**src/hw/rtl/stream_population_variance_macros.svh**
```systemverilog
// Assertion helpers; clk and rst_n are taken from the enclosing module.
`ifndef STREAM_POPULATION_VARIANCE_MACROS_SVH
`define STREAM_POPULATION_VARIANCE_MACROS_SVH

`ifndef SYNTHESIS
`define SVP_ASSERT(lbl, prop, msg) \
    lbl: assert property (@(posedge clk) disable iff (!rst_n) prop) else $error(msg);
`define SVP_NEVER(lbl, cond, msg) \
    `SVP_ASSERT(lbl, !(cond), msg)
`else
`define SVP_ASSERT(lbl, prop, msg)
`define SVP_NEVER(lbl, cond, msg)
`endif

`endif

```
**src/hw/rtl/svp_pkg.sv**
```systemverilog
`timescale 1ns / 1ps

package svp_pkg;

    localparam int SAMPLE_W   = 16;
    localparam int COUNT_W    = 17;
    localparam int SUM_W      = 33;
    localparam int SQSUM_W    = 47;
    localparam int VAR_W      = 38;
    localparam int MAG_W      = 32;
    localparam int DEN_W      = 33;
    localparam int NUM_W      = 64;
    localparam int SQ_SPLIT   = 24;
    localparam int QUEUE_DEPTH = 2;

    typedef enum logic [1:0] {
        STATUS_OK  = 2'd0,
        STATUS_FEW = 2'd1,
        STATUS_OVF = 2'd2
    } status_t;

    typedef struct packed {
        logic signed [SAMPLE_W-1:0] sample;
        logic                       last;
    } item_t;

    typedef struct packed {
        logic [VAR_W-1:0] variance;
        status_t          status;
    } result_t;

    typedef struct packed {
        logic [COUNT_W-1:0]        n;
        logic signed [SUM_W-1:0]   sum;
        logic [SQSUM_W-1:0]        sqsum;
        status_t                   status;
    } job_t;

endpackage

```
**src/hw/rtl/svp_front.sv**
```systemverilog
`timescale 1ns / 1ps

module svp_front
    import svp_pkg::*;
#(
    parameter int MAX_COUNT = 65536
)
(
    input  logic  clk,
    input  logic  rst_n,
    input  logic  item_valid,
    output logic  item_ready,
    input  item_t item,
    output logic  job_valid,
    input  logic  job_ready,
    output job_t  job
);

    localparam logic [COUNT_W-1:0] MAX_CNT = COUNT_W'(MAX_COUNT);
    localparam logic [COUNT_W-1:0] MIN_CNT = COUNT_W'(2);

    logic [COUNT_W-1:0]      count_reg, count_next;
    logic signed [SUM_W-1:0] sum_reg, sum_next;
    logic [SQSUM_W-1:0]      sqsum_reg, sqsum_next;
    logic                    ovf_reg, ovf_next;
    logic                    room;
    logic                    take;
    logic signed [31:0]      square;
    status_t                 status;

    assign take       = item_valid && item_ready;
    assign item_ready = !item.last || job_ready;
    assign job_valid  = item_valid && item.last;
    assign room       = count_reg < MAX_CNT;
    assign square     = item.sample * item.sample;

    always_comb
    begin
        count_next = count_reg;
        sum_next   = sum_reg;
        sqsum_next = sqsum_reg;
        ovf_next   = ovf_reg;
        if (room)
        begin
            count_next = count_reg + COUNT_W'(1);
            sum_next   = sum_reg + SUM_W'(item.sample);
            sqsum_next = sqsum_reg + SQSUM_W'(unsigned'(square));
        end
        else
        begin
            ovf_next = 1'b1;
        end
    end

    always_comb
    begin
        priority if (ovf_next)
            status = STATUS_OVF;
        else if (count_next < MIN_CNT)
            status = STATUS_FEW;
        else
            status = STATUS_OK;
    end

    assign job = '{n: count_next, sum: sum_next, sqsum: sqsum_next, status: status};

    always_ff @(posedge clk or negedge rst_n)
    begin
        if (!rst_n)
        begin
            count_reg <= '0;
            sum_reg   <= '0;
            sqsum_reg <= '0;
            ovf_reg   <= 1'b0;
        end
        else if (take)
        begin
            if (item.last)
            begin
                count_reg <= '0;
                sum_reg   <= '0;
                sqsum_reg <= '0;
                ovf_reg   <= 1'b0;
            end
            else
            begin
                count_reg <= count_next;
                sum_reg   <= sum_next;
                sqsum_reg <= sqsum_next;
                ovf_reg   <= ovf_next;
            end
        end
    end

endmodule

```
**config.mk**
```make
export PLATFORM = sky130hd
export DESIGN_NAME = svp_front
export DESIGN_NICKNAME = d
export VERILOG_FILES = /design/src/hw/rtl/stream_population_variance_macros.svh /design/src/hw/rtl/svp_pkg.sv /design/src/hw/rtl/svp_front.sv
export SDC_FILE = /design/constraint.sdc
export NUM_CORES = 1
export LEC_CHECK = 0
export BUFFER_PORTS_ARGS = -buffer_cell sky130_fd_sc_hd__clkbuf_2
export CELL_PAD_IN_SITES_DETAIL_PLACEMENT = 1
export CELL_PAD_IN_SITES_GLOBAL_PLACEMENT = 1
export CORE_MARGIN = 4
export CORE_UTILIZATION = 49
export CTS_BUF_LIST = sky130_fd_sc_hd__clkbuf_2
export CTS_CLUSTER_DIAMETER = 100
export DETAILED_ROUTE_END_ITERATION = 12
export MAX_ROUTING_LAYER = met4
export PLACE_DENSITY = 0.81
export SYNTH_ARGS = -nofsm -noshare
export SYNTH_HDL_FRONTEND = slang
export SYNTH_SLANG_ARGS = --single-unit
```
**constraint.sdc**
```tcl
create_clock -name clk -period 10.4 [get_ports clk]
set_clock_uncertainty 0.05 [all_clocks]
set_input_delay 1.04 -clock clk [delete_from_list [all_inputs] [get_ports clk]]
set_output_delay 1.04 -clock clk [all_outputs]
set_load 0.005 [all_outputs]
```
==> flow_summary.ini <==
[cells_and_area]
layout.cells.non_filler = 2620
largest_reg_flops = 47
fin_area_sq_um = 19100
layout-drive-gt1-share = 0.128
multi_input_area_sq_um = 13400
fin_nets = 2572
fillers = 4222
area.growth.synth_to_final_pct = 9.99
seq_area_sq_um = 2460

[yosys]
ys_seq_area_frac = 0.141
ys.flop_type = dfrtp_1
synth_area_per_cell_sq_um = 8.53
synth_top_cell_by_area = fa_1
synth_common_cells = inv_1 (369), nand2_1 (249), fa_1 (239)
synth-edff-count = 0
ys_warn_count = 0
synth-async-reset-ratio = 1.00
syn_nets = 2451
synthCells = 2038
synth.area.top_cells = fa_1 (28%), dfrtp_1 (14%), ha_1 (11%), inv_1 (8.0%), nand2_1 (5.4%)
synth-seq-cells = 98
syn_area_sq_um = 17400
ys_types = 71
netlist.area_leader.share = 0.275
synth.most_common_cell = inv_1

[die]
start_util = 0.499
num_io_pins = 122
rows = 68
die_h_um = 196
core_sq_um = 34800
die-area_sq_um = 38500
die_x_um = 196

[routing]
first_pass_iters = 5
routed_wl_um = 54000
drtIter0Drc = 915
via_per_inst = 5.74
vias = 15100
final_antenna_net_count = 0
wl_per_cell_um = 20.6
drc = 0

[job]
maxCapViolations = 0

[timing]
finalCriticalPeriod_ps = 10140
finalCritPeriodShare = 0.975
setup_viol = 0
max_freq_mhz = 98.6
final_max_slew_viol_count = 0
tightest_slew_ps = 1160
relSlewSlack = 0.227
fin_tns_setup_ps = 0
rsz0062_at_grt = yes
hold_viol = 0

[cts]
clock-sinks = 98
clkSlewWorstSetupHoldPaths_ps = 330
cts_inserted_buffers = 9
htreeDepth = 3
root_buffer = clkbuf_2
clk_latency_ps = 660
cts_tree = yes
cts_max_path_buffers = 2
cts_hold_buffers = 0

[global_route]
busiest_layer = met2
use_met2 = 0.490
grt-ovfl-total = 0
grtUsageTotal = 0.289
grt_max_degree = 75
grt_pass1_vias = 16400
grt_use_met3 = 0.0402
use_met1 = 0.368
antenna_found_initial = 1
grt_pass1_wl_um = 87100

[worst_setup_path]
cp-end-kind = output pin
cpPeakStageDelay_ps = 600
cpMostUsedCell = fa_1
cp_max_fo = 10
r2r-start = sum_reg[0]$_DFFE_PN0P_
critPathArrivalTime_ps = 9050
path_class = primary input to output pin
start_kind = primary input
critical_path_required_ps = 9310
slowest_stage = fa_1
cp-startpoint = item[16]

[placed_design]
placedCellCount = 2598
portBuffers = 121
dp_hpwl_um = 44200
gp_congestion = 0.913
post_dp_cell_area_sq_um = 18800

[hold_path]
hold_class = primary input to asynchronous set/reset pin

[run_status]
status = finished clean
## worst max-delay path: cells and delay by family
family	cells	cell delay, ps
simple gates	5	1070
fa+ha+maj	8	3860
buf+inv	7	850
compound gates	8	1770
xor+xnor	2	450
## cell families after synthesis
logic type | share of synthesized area
AND/OR/NAND/NOR | 0.141
buffers and inverters | 0.0980
adder cells (fa/ha/maj) | 0.385
multiplexers | 0.00864
AO/OA/AOI/OAI | 0.163
XOR/XNOR | 0.0630
flip-flops | 0.141
## metrics by stage
| stage | worst slack [ps] | utilization | hold WS (ps) |
|---|---|---|---|
| after global placement | 139 | 0.539 | 425 |
| after detailed placement | -145 | 0.539 | 433 |
| after global routing | -90.2 | 0.549 | 338 |
| final | 258 | 0.549 | 326 |
| after floorplan | 708 | - | 409 |
| after CTS | 13.9 | 0.543 | 326 |
## path summary, 6_finish.rpt
check	to	slack, ps	cells past startpoint
max	job[34]	260	30
min in group clk	sum_reg[0]$_DFFE_PN0P_	490	2
min	sqsum_reg[38]$_DFFE_PN0P_	330	1
max reg2reg	sum_reg[18]$_DFFE_PN0P_	6540	12
max in group asynchronous	count_reg[16]$_DFFE_PN0P_	8780	2
min reg2reg	sum_reg[0]$_DFFE_PN0P_	490	2
## routing by layer
metal / wire (um) / part of all wire / vias up
li1: - / - / 6886
met1: 23000 / 0.43 / 7713
met2: 27100 / 0.50 / 353
met3: 2580 / 0.048 / 99
met4: 1390 / 0.026 / 0
met5: 0 / 0 / -
## cell type report
type                    instances  share of cell area
flip-flops and latches         98               0.128
clock inverters                 6             0.00347
diodes                          1            0.000131
multi-input cells            1491               0.702
repair buffers                190              0.0611
well taps                     455              0.0298
clock buffers                  10             0.00262
inverters                     369              0.0725
## layout by cell type (no fill, tap or decap), drive strengths merged, types with 15 or more instances in the layout
cell type / instances
fa: 239
a21o: 41
nand4: 17
a21oi: 70
and3: 19
nand2: 249
nor2: 89
nor2b: 19
xnor2: 80
ha: 153
buf: 75
clkbuf: 125
a22o: 41
and2: 43
o21ai: 142
xor2: 45
dfrtp: 98
inv: 371
a211oi: 15
a31oi: 19
nand3: 41
o211ai: 15
## repair_timing
item / 4_1_cts / 5_1_grt
resized for setup: 9 / 54
pin swaps: 1 / 12
setup buffers: 2 / 3
setup endpoints to repair: 7 / 21
Power is left out: the tool's default activity adds up to more than one toggle a clock period on the data nets, which glitch-free logic cannot reach.
