`src/hw/rtl/stream_population_variance_macros.svh`:
```
// Assertion helpers; clk and rst_n are taken from the enclosing module.
`ifndef STREAM_POPULATION_VARIANCE_MACROS_SVH
`define STREAM_POPULATION_VARIANCE_MACROS_SVH

`ifndef SYNTHESIS
`define SVP_ASSERT(lbl, prop, msg) \
    lbl: assert property (@(posedge clk) disable iff (!rst_n) prop) else $error(msg);
`define SVP_NEVER(lbl, cond, msg) \
    `SVP_ASSERT(lbl, !(cond), msg)
`else
`define SVP_ASSERT(lbl, prop, msg)
`define SVP_NEVER(lbl, cond, msg)
`endif

`endif

```
`src/hw/rtl/svp_pkg.sv`:
```
`timescale 1ns / 1ps

package svp_pkg;

    localparam int SAMPLE_W   = 16;
    localparam int COUNT_W    = 17;
    localparam int SUM_W      = 33;
    localparam int SQSUM_W    = 47;
    localparam int VAR_W      = 38;
    localparam int MAG_W      = 32;
    localparam int DEN_W      = 33;
    localparam int NUM_W      = 64;
    localparam int SQ_SPLIT   = 24;
    localparam int QUEUE_DEPTH = 2;

    typedef enum logic [1:0] {
        STATUS_OK  = 2'd0,
        STATUS_FEW = 2'd1,
        STATUS_OVF = 2'd2
    } status_t;

    typedef struct packed {
        logic signed [SAMPLE_W-1:0] sample;
        logic                       last;
    } item_t;

    typedef struct packed {
        logic [VAR_W-1:0] variance;
        status_t          status;
    } result_t;

    typedef struct packed {
        logic [COUNT_W-1:0]        n;
        logic signed [SUM_W-1:0]   sum;
        logic [SQSUM_W-1:0]        sqsum;
        status_t                   status;
    } job_t;

endpackage

```
`src/hw/rtl/svp_queue.sv`:
```
`timescale 1ns / 1ps

module svp_queue
    import svp_pkg::*;
(
    input  logic clk,
    input  logic rst_n,
    input  logic in_valid,
    output logic in_ready,
    input  job_t in_job,
    output logic out_valid,
    input  logic out_ready,
    output job_t out_job
);

    localparam int PTR_W = (QUEUE_DEPTH > 1) ? $clog2(QUEUE_DEPTH) : 1;
    localparam int CNT_W = $clog2(QUEUE_DEPTH + 1);
    localparam logic [CNT_W-1:0] FULL = CNT_W'(QUEUE_DEPTH);
    localparam logic [PTR_W-1:0] LAST_PTR = PTR_W'(QUEUE_DEPTH - 1);

    job_t             entry_reg [QUEUE_DEPTH];
    logic [PTR_W-1:0] wr_ptr_reg, rd_ptr_reg;
    logic [CNT_W-1:0] count_reg;
    logic             push, pop;

    assign in_ready  = count_reg != FULL;
    assign out_valid = count_reg != '0;
    assign out_job   = entry_reg[rd_ptr_reg];
    assign push      = in_valid && in_ready;
    assign pop       = out_valid && out_ready;

    always_ff @(posedge clk)
    begin
        if (push)
            entry_reg[wr_ptr_reg] <= in_job;
    end

    always_ff @(posedge clk or negedge rst_n)
    begin
        if (!rst_n)
        begin
            wr_ptr_reg <= '0;
            rd_ptr_reg <= '0;
            count_reg  <= '0;
        end
        else
        begin
            if (push)
                wr_ptr_reg <= (wr_ptr_reg == LAST_PTR) ? '0 : wr_ptr_reg + PTR_W'(1);
            if (pop)
                rd_ptr_reg <= (rd_ptr_reg == LAST_PTR) ? '0 : rd_ptr_reg + PTR_W'(1);
            if (push && !pop)
                count_reg <= count_reg + CNT_W'(1);
            else if (pop && !push)
                count_reg <= count_reg - CNT_W'(1);
        end
    end

endmodule

```
`config.mk`:
```
export PLATFORM = sky130hd
export DESIGN_NAME = svp_queue
export DESIGN_NICKNAME = d
export VERILOG_FILES = /design/src/hw/rtl/stream_population_variance_macros.svh /design/src/hw/rtl/svp_pkg.sv /design/src/hw/rtl/svp_queue.sv
export SDC_FILE = /design/constraint.sdc
export NUM_CORES = 1
export LEC_CHECK = 0
export ABC_AREA = 1
export BUFFER_PORTS_ARGS = -buffer_cell sky130_fd_sc_hd__buf_2
export CAP_MARGIN = 20
export CORE_MARGIN = 3
export CORE_UTILIZATION = 25
export CTS_CLUSTER_DIAMETER = 30
export CTS_CLUSTER_SIZE = 14
export DETAILED_ROUTE_END_ITERATION = 12
export HOLD_SLACK_MARGIN = 0.02
export MAX_ROUTING_LAYER = met4
export PLACE_DENSITY = 0.45
export SETUP_SLACK_MARGIN = 0.4
export SYNTH_ARGS = -nofsm -noshare
export SYNTH_HDL_FRONTEND = slang
export SYNTH_SLANG_ARGS = --single-unit
```
`constraint.sdc`:
```
create_clock -name clk -period 9.5 [get_ports clk]
set_input_delay 1.9 -clock clk [delete_from_list [all_inputs] [get_ports clk]]
set_output_delay 1.9 -clock clk [all_outputs]
set_load 0.01 [all_outputs]
```
==> results.toml <==
[cts]
cts_root_buf = "sky130_fd_sc_hd__clkbuf_16"
clock_tree_from_tritoncts = "done"
h-tree-depth = 2
cts-resized-gates = 0
cts_setup_buffers = 0
clockBufferDepth = 3
cts-hold-fix-buffers = 0
worst_skew_pair_later_pin_latency_ns = 0.51
cts_inserted_buffers = 46
numClockSinks = 202
clock_pin_slew_reported_for_the_worst_setup_and_hold_paths_after_clock_tree_synthesis_ns = 0.04

[timing]
fin_hold_ws_ns = 0.493
timing.clock.skew_ns = 0.00839
timing.final.setup_violations = 0
post-route-period-util_pct = 50.9
final_hold_viol_count = 0
worst_slack_ns = 4.66
rsz0062_at_grt = "no"
setup_total_negative_slack_ns = 0
worst_relative_slew_slack_pct = 42.6
report.final.slew_viol_count = 0
pin_slew_with_the_least_headroom_to_its_limit_ns = 0.861
post_route_minimum_period_ns = 4.84
maxClockFrequency_ghz = 0.207

[logic_synthesis]
synth_edf_count = 198
ys_warn_count = 0
synth.distinct_cells = 14
synthesis.area_um2 = 7450
asyncSetResetFlopFracSynth_pct = 1.98
synthMostInstantiatedCell = "sky130_fd_sc_hd__nand2_1"
synthCells = 545
netlist_top_cells_area = "sky130_fd_sc_hd__edfxtp_1, sky130_fd_sc_hd__nand2_1, sky130_fd_sc_hd__buf_6"
post_synthesis_net_count = 649
synth_top_cell_by_area = "sky130_fd_sc_hd__edfxtp_1"
synth.yosys.seq_area_share_pct = 81.2
dominantRegCellSynth = "sky130_fd_sc_hd__edfxtp_1"
syn-mean-instance-area_um2 = 13.7
synth_top_area_share_pct = 79.8
synth_seq_cells = 202
synth_commonest_cells = "sky130_fd_sc_hd__nand2_1, sky130_fd_sc_hd__edfxtp_1, sky130_fd_sc_hd__buf_2, sky130_fd_sc_hd__buf_6, sky130_fd_sc_hd__inv_1"

[detailed_routing]
totalWireLength_um = 17500
via_count = 4759
antenna_violating_nets_post_route = 0
drt-initial-drc-count = 180
number_of_detailed_route_iterations_in_the_first_pass = 4
average_wire_per_cell_in_the_routed_design_um = 14.5
number_of_design_rule_violations_left_after_detail_routing = 0
viasPerCell = 3.95

[layout]
numnets_final = 885
max_ffs_per_register = 198
layout.core_utilization_pct = 35.9
final_cells = 1206
areaGrowthSynthToFinish_pct = 39.7
layout-drive-gt1-share_pct = 34.6

[die]
fp.dieH_um = 179
area_of_the_die_um2 = 31900
area_of_the_core_um2 = 29000
die_x_extent_um = 179
floorplan.rows = 62
pin_count = 204
initial_utilization_pct = 25.7

[global_route]
grt_most_used_layer = "met2"
remaining_global_route_overflow = 0
grt_max_degree = 59
grt_pass1_wl_um = 26300
grt_antenna_before_repair = 3
met3_usage_pct = 4.24
gr-usage-met1_pct = 13.2
groute.layer.met2.usage_pct = 17.2
globalRouteTotalUtil_pct = 11.1
grt_pass1_vias = 4835

[worst_setup_path]
cp_data_required_time_ns = 7.60
critPathCaptureType = "primary output"
cpLargestDelayFamily = "buffers and inverters"
critical-path-top-cell-by-count = "sky130_fd_sc_hd__nand2_1"
timing.critical_path.fanout_max = 58
worstPathArrival_ns = 2.94
worst_path_cell_trace = "clkinv_2 > buf_4 > nand2_1 > nand2_1 > buf_2"
critPathKind = "flop to primary output"
worst_path_largest_cell_delay_ns = 0.76
cp_slowest_cell = "sky130_fd_sc_hd__dfrtp_4"
worst_setup_path_start_kind = "flop"
worstPathBufferInverterCount = 3

[place]
post-dp-hpwl_um = 10900
gp_congestion = 0.707
pre_cts_ws_ns = 5.05
port_buffers = 203
post-place-cells = 1117

[power_and_ir_drop]
p_per_area_nw_per_um2 = 358
ir_worst_vdd_mv = 0.147
leakage_nw = 4.45

[outcome]
result_of_the_run = "finished clean"

[worst_hold_path]
hold_class = "flop to flop"

[run]
max_cap_viol_count = 0
worst register-to-register path: cells and delay by family (launching register included):
kind / cells / cell delay (ns)
simple gates: 3 / 0.38
buf+inv: 2 / 0.71
flops: 1 / 0.38
worst paths after layout:
check / from / to / slack (ns) / cells after the start
min reg2reg: count_reg[1] / count_reg[1] / 0.49 / 2
max in group asynchronous: rst_n / rd_ptr_reg / 8.17 / 1
max reg2reg: count_reg[0] / entry_reg[0][17] / 7.55 / 5
max: rd_ptr_reg / out_job[35] / 4.66 / 5
min in group asynchronous: rst_n / wr_ptr_reg / 1.19 / 1
min: count_reg[1] / count_reg[1] / 0.49 / 2
per-stage QoR:
step | instance area [µm²] | power, W
after floorplan | 7450 | 0.00188
after global placement | 8840 | 0.00224
after detailed placement | 8840 | 0.00224
after CTS | 10400 | 0.00381
after global routing | 10400 | 0.00397
final | 10400 | 0.00373
routing by layer:
metal  routed length, µm  vias up  share of wire [%]
li1                    -     2334                  -
met1                7450     2200                 43
met2                7960      186                 46
met3                1610       39                9.2
met4                 439        0                2.5
met5                   0        -                  0
cell families after synthesis:
| group | Yosys count | synth area share [%] |
|---|---|---|
| buffers and inverters | 28 | 2.64 |
| XOR/XNOR | 2 | 0.235 |
| flip-flops | 202 | 81.2 |
| adder cells (fa/ha/maj) | 1 | 0.168 |
| AND/OR/NAND/NOR | 312 | 15.8 |
cell usage in the layout, fill, tap and decap left out, drive strengths merged:
| cell type | netlist | routed |
|---|---|---|
| edfxtp | 198 | 198 |
| nor2 | 2 | 2 |
| diode | 0 | 4 |
| nand4 | 1 | 1 |
| clkbuf | 0 | 55 |
| bufinv | 0 | 6 |
| buf | 21 | 209 |
| dfrtp | 4 | 4 |
| clkinv | 0 | 22 |
| nand2 | 307 | 307 |
| xor2 | 1 | 1 |
| inv | 7 | 6 |
| ha | 1 | 1 |
| nand3 | 2 | 2 |
| clkinvlp | 0 | 3 |
| xnor2 | 1 | 1 |
power breakdown:
group	leakage [nW]	switching, W	total [W]	internal [W]
Clock	0.758	0.000454	0.00154	0.00109
Sequential	1.89	0.0000764	0.00130	0.00122
Combinational	1.80	0.000603	0.000887	0.000284
layout make-up:
cell class                 instances  area, µm²
fill                            2890      18600
sequential                       202       6050
clock buffer                      55       1250
multi-input combinational        315       1220
timing repair buffer             209       1060
tap                              384        480
clock inverter                    30        304
inverter                           7       27.5
antenna                            4       10.0
Note: power is estimated with default switching activity, not from simulation.
